## src/design/fsp_pkg.sv

```systemverilog
// Shared types, codes and character helpers for the FASTA stream parser.
package fsp_pkg;

    typedef enum logic [2:0] {
        KIND_NONE     = 3'd0,
        KIND_HDR_BYTE = 3'd1,
        KIND_BASE     = 3'd2,
        KIND_HDR_END  = 3'd3,
        KIND_REC_END  = 3'd4,
        KIND_OK       = 3'd5,
        KIND_ERROR    = 3'd6
    } t_kind;

    typedef enum logic [1:0] {
        ERR_DOUBLE_HEADER  = 2'd0,
        ERR_MISSING_HEADER = 2'd1,
        ERR_BAD_SYMBOL     = 2'd2,
        ERR_MISSING_SEQ    = 2'd3
    } t_err;

    localparam logic [7:0] CHAR_GT      = 8'h3E;
    localparam logic [7:0] CHAR_HASH    = 8'h23;
    localparam logic [7:0] CHAR_DASH    = 8'h2D;
    localparam logic [7:0] CHAR_NEWLINE = 8'h0A;

    localparam int INDEX_BITS = 16;

    typedef struct packed {
        logic [7:0] char_byte;
        logic       end_of_stream;
    } t_in_item;

    typedef struct packed {
        t_kind                   kind;
        logic [7:0]              data_byte;
        t_err                    error_code;
        logic [INDEX_BITS-1:0]   record_index;
    } t_out_item;

    function automatic logic is_base(input logic [7:0] c);
        logic upper;
        logic lower;
        upper = (c >= 8'h41) && (c <= 8'h5A);
        lower = (c >= 8'h61) && (c <= 8'h7A);
        return upper || lower || (c == CHAR_DASH);
    endfunction

endpackage

```

## src/design/fsp_core.sv

```systemverilog
// Parser flags, record counter and per-byte classification.
module fsp_core #(
    parameter int RECORD_COUNT_BITS = 16
) (
    input  logic               i_clk,
    input  logic               i_rst_n,
    input  logic               i_fire,
    input  fsp_pkg::t_in_item  i_item,
    output fsp_pkg::t_out_item o_result
);

    logic                         r_at_line_start;
    logic                         r_header_pending;
    logic                         r_in_sequence;
    logic                         r_in_comment;
    logic                         r_error_seen;
    logic [RECORD_COUNT_BITS-1:0] r_count;

    logic                         n_at_line_start;
    logic                         n_header_pending;
    logic                         n_in_sequence;
    logic                         n_in_comment;
    logic                         n_error_seen;
    logic [RECORD_COUNT_BITS-1:0] n_count;

    logic [31:0] count_ext;
    logic [7:0]  c;
    logic        nl;
    logic        base;

    assign count_ext = 32'(r_count);
    assign c         = i_item.char_byte;
    assign nl        = (c == fsp_pkg::CHAR_NEWLINE);
    assign base      = fsp_pkg::is_base(c);

    always_comb begin
        n_at_line_start  = r_at_line_start;
        n_header_pending = r_header_pending;
        n_in_sequence    = r_in_sequence;
        n_in_comment     = r_in_comment;
        n_error_seen     = r_error_seen;
        n_count          = r_count;
        o_result.kind         = fsp_pkg::KIND_NONE;
        o_result.data_byte    = 8'd0;
        o_result.error_code   = fsp_pkg::ERR_DOUBLE_HEADER;
        o_result.record_index = count_ext[fsp_pkg::INDEX_BITS-1:0];

        if (i_item.end_of_stream) begin
            if (!r_error_seen) begin
                if (r_header_pending || !r_in_sequence) begin
                    o_result.kind       = fsp_pkg::KIND_ERROR;
                    o_result.error_code = fsp_pkg::ERR_MISSING_SEQ;
                end else begin
                    o_result.kind = fsp_pkg::KIND_OK;
                end
            end
            n_at_line_start  = 1'b1;
            n_header_pending = 1'b0;
            n_in_sequence    = 1'b0;
            n_in_comment     = 1'b0;
            n_error_seen     = 1'b0;
            n_count          = '0;
        end else if (r_error_seen) begin
            o_result.kind = fsp_pkg::KIND_NONE;
        end else if (r_at_line_start) begin
            n_at_line_start = nl;
            if (c == fsp_pkg::CHAR_GT) begin
                if (r_header_pending) begin
                    o_result.kind       = fsp_pkg::KIND_ERROR;
                    o_result.error_code = fsp_pkg::ERR_DOUBLE_HEADER;
                    o_result.data_byte  = c;
                    n_error_seen        = 1'b1;
                end else begin
                    n_header_pending = 1'b1;
                    if (r_in_sequence) begin
                        o_result.kind = fsp_pkg::KIND_REC_END;
                        n_in_sequence = 1'b0;
                        // saturate at all ones
                        if (r_count != '1) begin
                            n_count = r_count + 1'b1;
                        end
                    end
                end
            end else if (c == fsp_pkg::CHAR_HASH) begin
                n_in_comment = 1'b1;
            end else if (base) begin
                if (r_in_sequence) begin
                    o_result.kind      = fsp_pkg::KIND_BASE;
                    o_result.data_byte = c;
                end else if (!r_header_pending) begin
                    o_result.kind       = fsp_pkg::KIND_ERROR;
                    o_result.error_code = fsp_pkg::ERR_MISSING_HEADER;
                    o_result.data_byte  = c;
                    n_error_seen        = 1'b1;
                end else begin
                    n_in_sequence      = 1'b1;
                    n_header_pending   = 1'b0;
                    o_result.kind      = fsp_pkg::KIND_BASE;
                    o_result.data_byte = c;
                end
            end else if (!nl) begin
                o_result.kind       = fsp_pkg::KIND_ERROR;
                o_result.error_code = fsp_pkg::ERR_BAD_SYMBOL;
                o_result.data_byte  = c;
                n_error_seen        = 1'b1;
            end
        end else begin
            n_at_line_start = nl;
            if (r_in_comment) begin
                if (nl) begin
                    n_in_comment = 1'b0;
                end
            end else if (r_header_pending) begin
                if (nl) begin
                    o_result.kind = fsp_pkg::KIND_HDR_END;
                end else begin
                    o_result.kind      = fsp_pkg::KIND_HDR_BYTE;
                    o_result.data_byte = c;
                end
            end else if (r_in_sequence) begin
                if (base) begin
                    o_result.kind      = fsp_pkg::KIND_BASE;
                    o_result.data_byte = c;
                end else if (!nl) begin
                    o_result.kind       = fsp_pkg::KIND_ERROR;
                    o_result.error_code = fsp_pkg::ERR_BAD_SYMBOL;
                    o_result.data_byte  = c;
                    n_error_seen        = 1'b1;
                end
            end
        end
    end

    always_ff @(posedge i_clk) begin
        if (!i_rst_n) begin
            r_at_line_start  <= 1'b1;
            r_header_pending <= 1'b0;
            r_in_sequence    <= 1'b0;
            r_in_comment     <= 1'b0;
            r_error_seen     <= 1'b0;
            r_count          <= '0;
        end else if (i_fire) begin
            r_at_line_start  <= n_at_line_start;
            r_header_pending <= n_header_pending;
            r_in_sequence    <= n_in_sequence;
            r_in_comment     <= n_in_comment;
            r_error_seen     <= n_error_seen;
            r_count          <= n_count;
        end
    end

    a_hdr_seq_exclusive: assert property (@(posedge i_clk) disable iff (!i_rst_n)
        !(r_header_pending && r_in_sequence))
        else $error("header pending and sequence active at once");

    a_eos_reinit: assert property (@(posedge i_clk) disable iff (!i_rst_n)
        i_fire && i_item.end_of_stream |=>
            r_at_line_start && !r_header_pending && !r_in_sequence &&
            !r_in_comment && !r_error_seen && (r_count == '0))
        else $error("end of stream did not reinitialize parser");

    a_error_sticky: assert property (@(posedge i_clk) disable iff (!i_rst_n)
        r_error_seen && !(i_fire && i_item.end_of_stream) |=> r_error_seen)
        else $error("error flag cleared before end of stream");

    a_count_monotonic: assert property (@(posedge i_clk) disable iff (!i_rst_n)
        !(i_fire && i_item.end_of_stream) |=> r_count >= $past(r_count))
        else $error("record counter went backward");

endmodule

```

## src/design/fasta_stream_parser_top.sv

```systemverilog
// A result is registered in the result register, or in the skid entry while
// that register is stalled. Throughput: one byte per cycle while o_in_stall
// is low; fsp_core's flag and record-counter update loop has combinational
// next-state logic. A two-entry output stage (result register plus skid)
// holds one extra result during output stall; input stall is registered.
// Reset clears all flags, the record counter and both output entries.
module fasta_stream_parser_top #(
    parameter int RECORD_COUNT_BITS = 16
) (
    input  logic               i_clk,
    input  logic               i_rst_n,
    input  logic               i_in_valid,
    output logic               o_in_stall,
    input  fsp_pkg::t_in_item  i_in_item,
    output logic               o_out_valid,
    input  logic               i_out_stall,
    output fsp_pkg::t_out_item o_out_item
);

    logic               r_out_valid;
    fsp_pkg::t_out_item r_out;
    logic               r_skid_valid;
    fsp_pkg::t_out_item r_skid;

    logic               in_fire;
    logic               out_fire;
    fsp_pkg::t_out_item result;

    assign o_in_stall  = r_skid_valid;
    assign in_fire     = i_in_valid && !r_skid_valid;
    assign out_fire    = r_out_valid && !i_out_stall;
    assign o_out_valid = r_out_valid;
    assign o_out_item  = r_out;

    fsp_core #(
        .RECORD_COUNT_BITS(RECORD_COUNT_BITS)
    ) u_core (
        .i_clk    (i_clk),
        .i_rst_n  (i_rst_n),
        .i_fire   (in_fire),
        .i_item   (i_in_item),
        .o_result (result)
    );

    always_ff @(posedge i_clk) begin
        if (!i_rst_n) begin
            r_out_valid  <= 1'b0;
            r_skid_valid <= 1'b0;
        end else begin
            if (r_skid_valid) begin
                // drain skid into the result register
                if (out_fire) begin
                    r_out_valid  <= 1'b1;
                    r_skid_valid <= 1'b0;
                end
            end else if (in_fire) begin
                if (!r_out_valid || out_fire) begin
                    r_out_valid <= 1'b1;
                end else begin
                    r_skid_valid <= 1'b1;
                end
            end else if (out_fire) begin
                r_out_valid <= 1'b0;
            end
        end
    end

    always_ff @(posedge i_clk) begin
        if (r_skid_valid) begin
            if (out_fire) begin
                r_out <= r_skid;
            end
        end else if (in_fire) begin
            if (!r_out_valid || out_fire) begin
                r_out <= result;
            end else begin
                r_skid <= result;
            end
        end
    end

    a_skid_implies_out: assert property (@(posedge i_clk) disable iff (!i_rst_n)
        r_skid_valid |-> r_out_valid)
        else $error("skid entry held with empty result register");

    a_out_held: assert property (@(posedge i_clk) disable iff (!i_rst_n)
        r_out_valid && i_out_stall |=> r_out_valid)
        else $error("stalled result dropped");

    a_out_empties: assert property (@(posedge i_clk) disable iff (!i_rst_n)
        out_fire && !r_skid_valid && !in_fire |=> !r_out_valid)
        else $error("result repeated after delivery");

    a_skid_held: assert property (@(posedge i_clk) disable iff (!i_rst_n)
        r_skid_valid && i_out_stall |=> r_skid_valid && $stable(r_skid))
        else $error("skid entry lost while output stalled");

endmodule
```

## config.mk

```make
export PLATFORM = sky130hd
export DESIGN_NAME = fasta_stream_parser_top
export DESIGN_NICKNAME = d
export VERILOG_FILES = /design/src/design/fsp_pkg.sv /design/src/design/fsp_core.sv /design/src/design/fasta_stream_parser_top.sv
export SDC_FILE = /design/constraint.sdc
export NUM_CORES = 1
export LEC_CHECK = 0
export BUFFER_PORTS_ARGS = -buffer_cell sky130_fd_sc_hd__buf_2
export CORE_ASPECT_RATIO = 0.5
export CORE_MARGIN = 4
export CORE_UTILIZATION = 30
export DETAILED_ROUTE_END_ITERATION = 16
export GPL_TIMING_DRIVEN = 1
export PLACE_DENSITY = 0.46
export REMOVE_ABC_BUFFERS = 1
export SYNTH_ARGS = -nofsm -noshare
export SYNTH_HDL_FRONTEND = slang
export SYNTH_SLANG_ARGS = --single-unit
```

## constraint.sdc

```tcl
create_clock -name i_clk -period 4.1 [get_ports i_clk]
set_input_delay 0.615 -clock i_clk [delete_from_list [all_inputs] [get_ports i_clk]]
set_output_delay 0.615 -clock i_clk [all_outputs]
set_load 0.05 [all_outputs]
```

After elaboration in Yosys (flattened, before gate mapping)
Cells that the tools add are included. W data, S select, Z words.

Register bits after elaboration: 81. Bits of input ports: 13. Output and inout port bits: 31.

$add $sub $neg: 1. $lt $le $gt $ge: 4. Eq/ne operators: 14. Multiplexer cells: 93. Bitwise logic cells: 2. Reductions and logical operators: 28.

Operator list (number): $mux W13 (14); $mux W29 (4); $mux W16 (7); $mux W1 (47); $mux W11 (4); $eq A8 B6 Y1 const B (3); $mux W10 (2); $add A16 B1 Y16 const B (1); $ge A8 B7 Y1 const B (2); $le A8 B7 Y1 const B (2); $mux W2 (8); $mux W8 (2); $ne A16 B16 Y1 const B (1); $mux W3 (5); $reduce_bool A2 Y1 (7); $ne A3 B3 Y1 const B (4); $reduce_and A6 Y1 (2); $reduce_and A3 Y1 (3); $eq A8 B4 Y1 const B (1); $reduce_and A7 Y1 (1); $ne A3 B2 Y1 const B (2); $logic_and A1 B1 Y1 (4); $logic_not A1 Y1 (4); $logic_or A1 B1 Y1 (4); 6 further kinds (8).

Depth between registers and ports, before layout
Gate-level depths: netlist of run 1.

Depth in word-level cells: 21. Mapped depth: 9. Gate-level depth less buffers: 7.

By module
A second synthesis of run 1 with hierarchy kept.

Cell total of the unflattened synthesis: 301. Area total of the unflattened synthesis: 3833.7 um^2.

Modules (own cells, without submodules): fasta_stream_parser_top (times used 1, cells an instance 105, area each 2339.7 um^2); fsp_core (times used 1, cells an instance 196, area each 1493.9 um^2).

Worst setup path after synthesis of run 1
Ideal clock, no wire load.

Kind: flip-flop to flip-flop. From: register r_skid_valid, in the netlist o_in_stall. To: register r_out, in the netlist o_out_item[0], enable pin. Library setup time: 0.425 ns. Arrival time: 2.679 ns. Required time: 3.675 ns. Path slack: 0.997 ns. Cell stages (with the launch flop): 5. Cell sequence: dfxtp_1 -> buf_6 -> clkbuf_1 -> a21oi_1 -> a21oi_1.

Word-level cells in the longest chain between the ends: 4. Elaborated cells between the ends (all ways): 6. Classes of those cells: 1 x eq/ne; 5 x reduce/logical.

RTL lines: start: declaration (line fasta_stream_parser_top.sv:22) `logic r_skid_valid;`; start signal: assignment (line fasta_stream_parser_top.sv:48) `r_skid_valid <= 1'b0;`; start signal: assignment (line fasta_stream_parser_top.sv:54) `r_skid_valid <= 1'b0;`; start signal: assignment (line fasta_stream_parser_top.sv:60) `r_skid_valid <= 1'b1;`; $logic_not A1 Y1 (line fasta_stream_parser_top.sv:30) `assign in_fire = i_in_valid && !r_skid_valid;`; $logic_and A1 B1 Y1 (line fasta_stream_parser_top.sv:30); $reduce_bool A2 Y1 (no source line); $reduce_and A3 Y1 (no source line) (*); end signal: assignment (line fasta_stream_parser_top.sv:71) `r_out <= r_skid;`; end signal: assignment (line fasta_stream_parser_top.sv:75) `r_out <= result;`; end: declaration (line fasta_stream_parser_top.sv:21) `fsp_pkg::t_out_item r_out;`.

Every way passes the cells marked *; elsewhere a longest branch is shown, timed or not. A chain may end at the register's enable or synchronous reset.

Final worst setup path of run 1
From: register u_core.r_count[3]. To: register u_core.r_count[3].

Word-level cells in the longest chain between the ends: 8. Elaborated cells between the ends (all ways): 11. Classes of those cells: 1 x add/sub; 1 x eq/ne; 7 x mux; 2 x reduce/logical.

RTL lines: start: declaration (line fsp_core.sv:17) `logic [RECORD_COUNT_BITS-1:0] r_count;`; start signal: assignment (line fsp_core.sv:148) `r_count <= n_count;`; $add A16 B1 Y16 (line fsp_core.sv:80) `n_count = r_count + 1'b1;`; $mux W16 (line fsp_core.sv:79) `if (r_count != '1) begin`; $mux W16 (line fsp_core.sv:75) `if (r_in_sequence) begin`; $mux W16 (line fsp_core.sv:68) `if (r_header_pending) begin`; $mux W16 (line fsp_core.sv:67) `if (c == fsp_pkg::CHAR_GT) begin`; $mux W16 (line fsp_core.sv:65) `end else if (r_at_line_start) begin`; $mux W16 (line fsp_core.sv:63) `end else if (r_error_seen) begin`; $mux W16 (line fsp_core.sv:48) `if (i_item.end_of_stream) begin`.

Several ways; a longest one is shown, not always the timed one. The select of a mux whose other input is x is not followed.

==> results of run 1 <==
[final cells by class]
cell class,instances,area [um2],share of cell area
timing repair buffer,45,230,0.0526
sequential,81,2200,0.503
tap,165,206,0.0472
multi-input combinational,197,1390,0.318
inverter,7,26.3,0.00601
clock buffer,9,225,0.0515
clock inverter,7,92.6,0.0212
[power by group]
group	internal (mW)	switching (mW)	total, mW
registers	0.918	0.0138	0.932
logic	0.0595	0.171	0.230
clock network	0.532	0.326	0.858
total	1.51	0.510	2.02
[path summary, 6_finish.rpt]
check	from	to	slack, ns
worst max-delay path	u_core.r_count[3]$_SDFFE_PN0P_	u_core.r_count[3]$_SDFFE_PN0P_	1.61
worst min-delay path	u_core.r_count[10]$_SDFFE_PN0P_	r_skid[10]$_DFFE_PP_	0.51
worst max register to register	u_core.r_count[3]$_SDFFE_PN0P_	u_core.r_count[3]$_SDFFE_PN0P_	1.61
worst min register to register	u_core.r_count[10]$_SDFFE_PN0P_	r_skid[10]$_DFFE_PP_	0.51
[registers in the layout (all words and copies together) (netlist names)]
| signal | count |
|---|---|
| u_core.r_error_seen | 1 |
| u_core.r_in_comment | 1 |
| o_out_valid | 1 |
| u_core.r_in_sequence | 1 |
| u_core.r_count | 16 |
| o_out_item | 29 |
| r_skid | 29 |
| o_in_stall | 1 |
| u_core.r_header_pending | 1 |
| u_core.r_at_line_start | 1 |
[Yosys cell counts (all sizes together) (3+ instances only)]
| library cell | count |
|---|---|
| a21boi | 3 |
| a21oi | 15 |
| and2 | 10 |
| and3 | 3 |
| buf | 4 |
| clkbuf | 8 |
| dfxtp | 23 |
| edfxtp | 58 |
| inv | 7 |
| mux2 | 28 |
| nand2 | 18 |
| nand3 | 9 |
| nand4 | 6 |
| nor2 | 23 |
| nor2b | 4 |
| nor3 | 9 |
| nor3b | 3 |
| nor4 | 6 |
| nor4b | 3 |
| o21a | 6 |
| o21ai | 14 |
| or3 | 3 |
| xnor2 | 11 |
[metal layers]
metal / up-vias / wire, um / share of wire
li1: 1199 / - / -
met1: 1181 / 3800 / 0.49
met2: 35 / 3500 / 0.46
met3: 7 / 282 / 0.037
met4: 0 / 100 / 0.013
met5: - / 0 / 0
[critical path: cells and delay by family, from the launching register on]
kind	cells	cell delay (ns)
xor gates and xnor gates	1	0.18
AOI/OAI and AO/OA	1	0.74
DFF	1	0.45
and+or+nand+nor	4	0.97
[cell families after synthesis]
| group | after synthesis | synth area share |
|---|---|---|
| AND/OR/NAND/NOR | 107 | 0.176 |
| AO/OA/AOI/OAI | 49 | 0.0820 |
| adder cells (fa/ha/maj) | 1 | 0.00340 |
| multiplexers | 29 | 0.0885 |
| buffers and inverters | 19 | 0.0255 |
| flip-flops | 81 | 0.599 |
| XOR/XNOR | 11 | 0.0262 |
==> impl_metrics.py, run 1 <==
metrics = {
    "detailed_routing": {
        "drtAntennaViolNets": 0,
        "drtIter0Drc": 116,
        "drt_pre_antenna_iters": 6,
        "drc": 0,
        "wl_um": 7680,
        "routedWlPerCell_um": 15.0,
        "num_vias": 2422,
        "vias_per_cell": 4.74,
    },
    "global_route": {
        "grt-ovfl-total": 0,
        "grt_pass1_wl_um": 12700,
        "antenna_found_initial": 0,
        "grt_use_met2": 0.179,
        "grt_start_max_net_pins": 38,
        "busiest_layer": "met2",
        "use_met3": 0.0342,
        "use_met1": 0.152,
        "track_usage": 0.115,
        "grt_pass1_vias": 2430,
    },
    "placed_design": {
        "dpl_cell_area_um2": 4060,
        "pre_cts_ws_ns": 1.59,
        "port_buffers": 43,
        "hpwlAfterDp_um": 5110,
        "globalplace.congestion": 0.877,
        "dp_cells": 495,
    },
    "clock_tree": {
        "clkSlewWorstSetupHoldPaths_ns": 0.06,
        "cts_tree": "yes",
        "root_buffer": "clkbuf_16",
        "cts_resized": 0,
        "clk_latency_ns": 0.34,
        "numCtsBuffers": 9,
        "cts_buffer_depth": 2,
        "htreeDepth": 3,
        "postCtsHoldBufs": 0,
        "post_cts_buffers": 0,
        "clock_sinks": 81,
    },
    "sta": {
        "maxSlewHeadroom": 0.311,
        "fin_crit_sh": 0.606,
        "finalClockSkew_ns": 0.00947,
        "rsz0062_at_grt": "no",
        "fmax_mhz": 402,
        "tightest_slew_ns": 1.03,
        "setup_ws_ns": 1.61,
        "setup_viol": 0,
        "holdWs_ns": 0.513,
        "fin_crit_ns": 2.49,
        "slew_violations": 0,
        "hold_viol": 0,
        "fin_setup_tns_ns": 0,
    },
    "layout": {
        "drive_above_1_share": 0.309,
        "design_area_um2": 4380,
        "num_antenna_cells": 0,
        "area_growth_pct": 19.0,
        "fillers": 1164,
        "layout_commonest_cell": "edfxtp_1",
        "final_cell_mix": "58 x edfxtp_1, 43 x buf_2, 28 x mux2_2",
        "nNetsFinal": 355,
        "layout.cells.non_filler": 511,
        "fin_util": 0.367,
    },
    "run_status": {
        "status": "completed",
    },
    "setup_path": {
        "cp_cell_sequence": "nand4_2 > nor4_1 > o31a_1 > nor3b_2 > xnor2_1 > nor2_1",
        "cpPeakStageDelay_ns": 0.74,
        "rr_worst_depth": 6,
        "slowest_stage": "o31a_1",
        "arrival_ns": 2.69,
        "critPathLaunchType": "flip-flop",
        "path_class": "flip-flop to flip-flop",
        "cp.required_ns": 4.30,
        "critPathMaxFanout": 19,
        "cp-end-kind": "flip-flop",
    },
    "job": {
        "maxCapViolations": 0,
    },
    "worst_hold_path": {
        "holdCritPathClass": "flip-flop to flip-flop",
        "holdPathStages": 0,
    },
    "synth": {
        "synth_top_cell_by_area": "edfxtp_1",
        "synth_ff_type": "edfxtp_1",
        "synth.cell_area_um2": 3680,
        "synthTopCellsByArea": "edfxtp_1 47%, dfxtp_1 13%, mux2_2 8.6%",
        "ys_types": 48,
        "yosysWarnings": 0,
        "ys_ff_latch": 81,
        "async_flop_share": 0,
        "synth_edf_count": 58,
        "syn_area_per_cell_um2": 12.4,
        "synth_top_area_frac": 0.474,
        "syn_inst": 297,
        "yosysSeqAreaShare": 0.599,
    },
    "power_and_ir_drop": {
        "power_mw": 2.02,
        "ir_worst_vdd_uv": 220,
        "power_leakage_nw": 1.52,
        "powerDensity_nw_per_um2": 462,
    },
    "floorplanning": {
        "start_util": 0.309,
        "die-area_um2": 14200,
        "fp.dieH_um": 86.3,
        "pin_count": 44,
        "fp-row-count": 28,
        "coreArea_um2": 11900,
        "die_x_um": 165,
    },
}
(Power assumes the default switching activity.)
==> inputs of run 2 (changes only) <==
==> constraint.sdc (replaced) <==
create_clock -name i_clk -period 2.6 [get_ports i_clk]
set_input_delay 0.39 -clock i_clk [delete_from_list [all_inputs] [get_ports i_clk]]
set_output_delay 0.39 -clock i_clk [all_outputs]
set_load 0.05 [all_outputs]
==> impl_metrics.py, run 2 (synthesis results as in run 1) <==
metrics = {
    "run_status": {
        "status": "completed",
    },
    "layout": {
        "area_growth_pct": 19.7,
        "final_cell_mix": "58 x edfxtp_1, 43 x buf_2, 28 x mux2_2",
        "nNetsFinal": 359,
        "drive_above_1_share": 0.317,
        "num_antenna_cells": 0,
        "fin_util": 0.370,
        "layout_commonest_cell": "edfxtp_1",
        "design_area_um2": 4400,
        "fillers": 1173,
    },
    "floorplanning": {
        "die_x_um": 165,
        "coreArea_um2": 11900,
        "fp-row-count": 28,
        "pin_count": 44,
        "die-area_um2": 14200,
        "start_util": 0.309,
        "fp.dieH_um": 86.3,
    },
    "clock_tree": {
        "cts_resized": 0,
        "clk_latency_ns": 0.34,
        "post_cts_buffers": 0,
        "cts_buffer_depth": 2,
        "htreeDepth": 3,
        "numCtsBuffers": 9,
        "cts_tree": "yes",
        "root_buffer": "clkbuf_16",
        "clock_sinks": 81,
        "postCtsHoldBufs": 0,
        "clkSlewWorstSetupHoldPaths_ns": 0.06,
    },
    "sta": {
        "fin_crit_sh": 0.818,
        "maxSlewHeadroom": 0.574,
        "fmax_mhz": 470,
        "holdWs_ns": 0.331,
        "tightest_slew_ns": 0.638,
        "hold_viol": 0,
        "setup_viol": 0,
        "fin_crit_ns": 2.13,
        "finalClockSkew_ns": 0.00554,
        "slew_violations": 0,
        "rsz0062_at_grt": "no",
    },
    "global_route": {
        "antenna_found_initial": 0,
        "grt_pass1_wl_um": 12700,
        "grt-ovfl-total": 0,
        "track_usage": 0.114,
        "grt_start_max_net_pins": 37,
        "grt_pass1_vias": 2471,
    },
    "power_and_ir_drop": {
        "power_leakage_nw": 1.54,
        "ir_worst_vdd_uv": 251,
        "power_mw": 3.12,
        "powerDensity_nw_per_um2": 709,
    },
    "setup_path": {
        "critPathMaxFanout": 19,
        "arrival_ns": 2.33,
        "rrSetupSlack_ns": 0.47,
        "cp-end-kind": "flip-flop",
        "slowest_stage": "dfxtp_1",
        "path_class": "flip-flop to flip-flop",
        "cp.required_ns": 2.80,
        "critPathLaunchType": "flip-flop",
        "cp_cell_sequence": "nor2b_1 > o211ai_1 > o31a_1 > buf_4 > nor4b_2 > xnor2_1 > nor2_1",
        "cpPeakStageDelay_ns": 0.56,
    },
    "detailed_routing": {
        "drc": 0,
        "drt_pre_antenna_iters": 4,
        "wl_um": 7510,
        "drtAntennaViolNets": 0,
        "drtIter0Drc": 125,
        "vias_per_cell": 4.75,
        "routedWlPerCell_um": 14.6,
        "num_vias": 2446,
    },
    "placed_design": {
        "port_buffers": 43,
        "globalplace.congestion": 0.853,
        "dpl_cell_area_um2": 4100,
        "hpwlAfterDp_um": 5210,
    },
    "worst_hold_path": {
        "holdCritPathClass": "input port to flip-flop",
    },
    "job": {
        "maxCapViolations": 0,
    },
}
run 2: cell count changes in the layout (fill, tap and decap cells not counted), sizes merged:
cell	previous run	this run
bufinv	2	1
inv	8	9
buf	45	49
run 2: path summary, 6_finish.rpt:
| path | endpoint | from | depth (start not counted) |
|---|---|---|---|
| worst max register to register | u_core.r_count[12]$_SDFFE_PN0P_ | u_core.r_at_line_start$_SDFFE_PN1P_ | 7 |
| worst min register to register | r_skid[10]$_DFFE_PP_ | u_core.r_count[10]$_SDFFE_PN0P_ | 0 |
| worst max-delay path | u_core.r_count[12]$_SDFFE_PN0P_ | u_core.r_at_line_start$_SDFFE_PN1P_ | 7 |
| worst min-delay path | o_in_stall$_SDFF_PN0_ | i_in_valid | 3 |
run 2: layout make-up:
| type | count | area [um2] | share of cell area |
|---|---|---|---|
| Tap cell | 165 | 206 | 0.0469 |
| Inverter | 7 | 26.3 | 0.00597 |
| Multi-Input combinational cell | 197 | 1390 | 0.316 |
| Sequential cell | 81 | 2200 | 0.500 |
| Clock inverter | 7 | 77.6 | 0.0176 |
| Clock buffer | 9 | 225 | 0.0512 |
| Timing Repair Buffer | 49 | 273 | 0.0619 |
run 2: power breakdown:
part / switching (mW) / internal (mW)
sequential: 0.0219 / 1.45
clock: 0.526 / 0.752
combinational: 0.271 / 0.103
total: 0.819 / 2.30
run 2: routing by layer:
layer  GRT usage  vias to the layer above  wire length, um
met5           0                        -                0
met4      0.0362                        0              116
met3      0.0366                        9              276
met2       0.175                       35             3320
met1       0.155                     1195             3790
li1            -                     1207                -
run 2: worst max-delay path: cells and delay by family, from the launching register on:
| kind | cells | cell delay (ns) |
|---|---|---|
| xor+xnor | 1 | 0.15 |
| simple gates | 3 | 0.64 |
| compound gates | 2 | 0.43 |
| flops | 1 | 0.56 |
| buf+inv | 1 | 0.21 |
run 2: through the flow:
step | std cells | worst slack [ns] | TNS (ns)
after floorplan | 285 | -0.786 | -25.49
after global placement | 499 | 0.455 | 0
after detailed placement | 499 | 0.386 | 0
after CTS | 515 | 0.484 | 0
after global routing | 515 | 0.259 | 0
final | 515 | 0.473 | 0
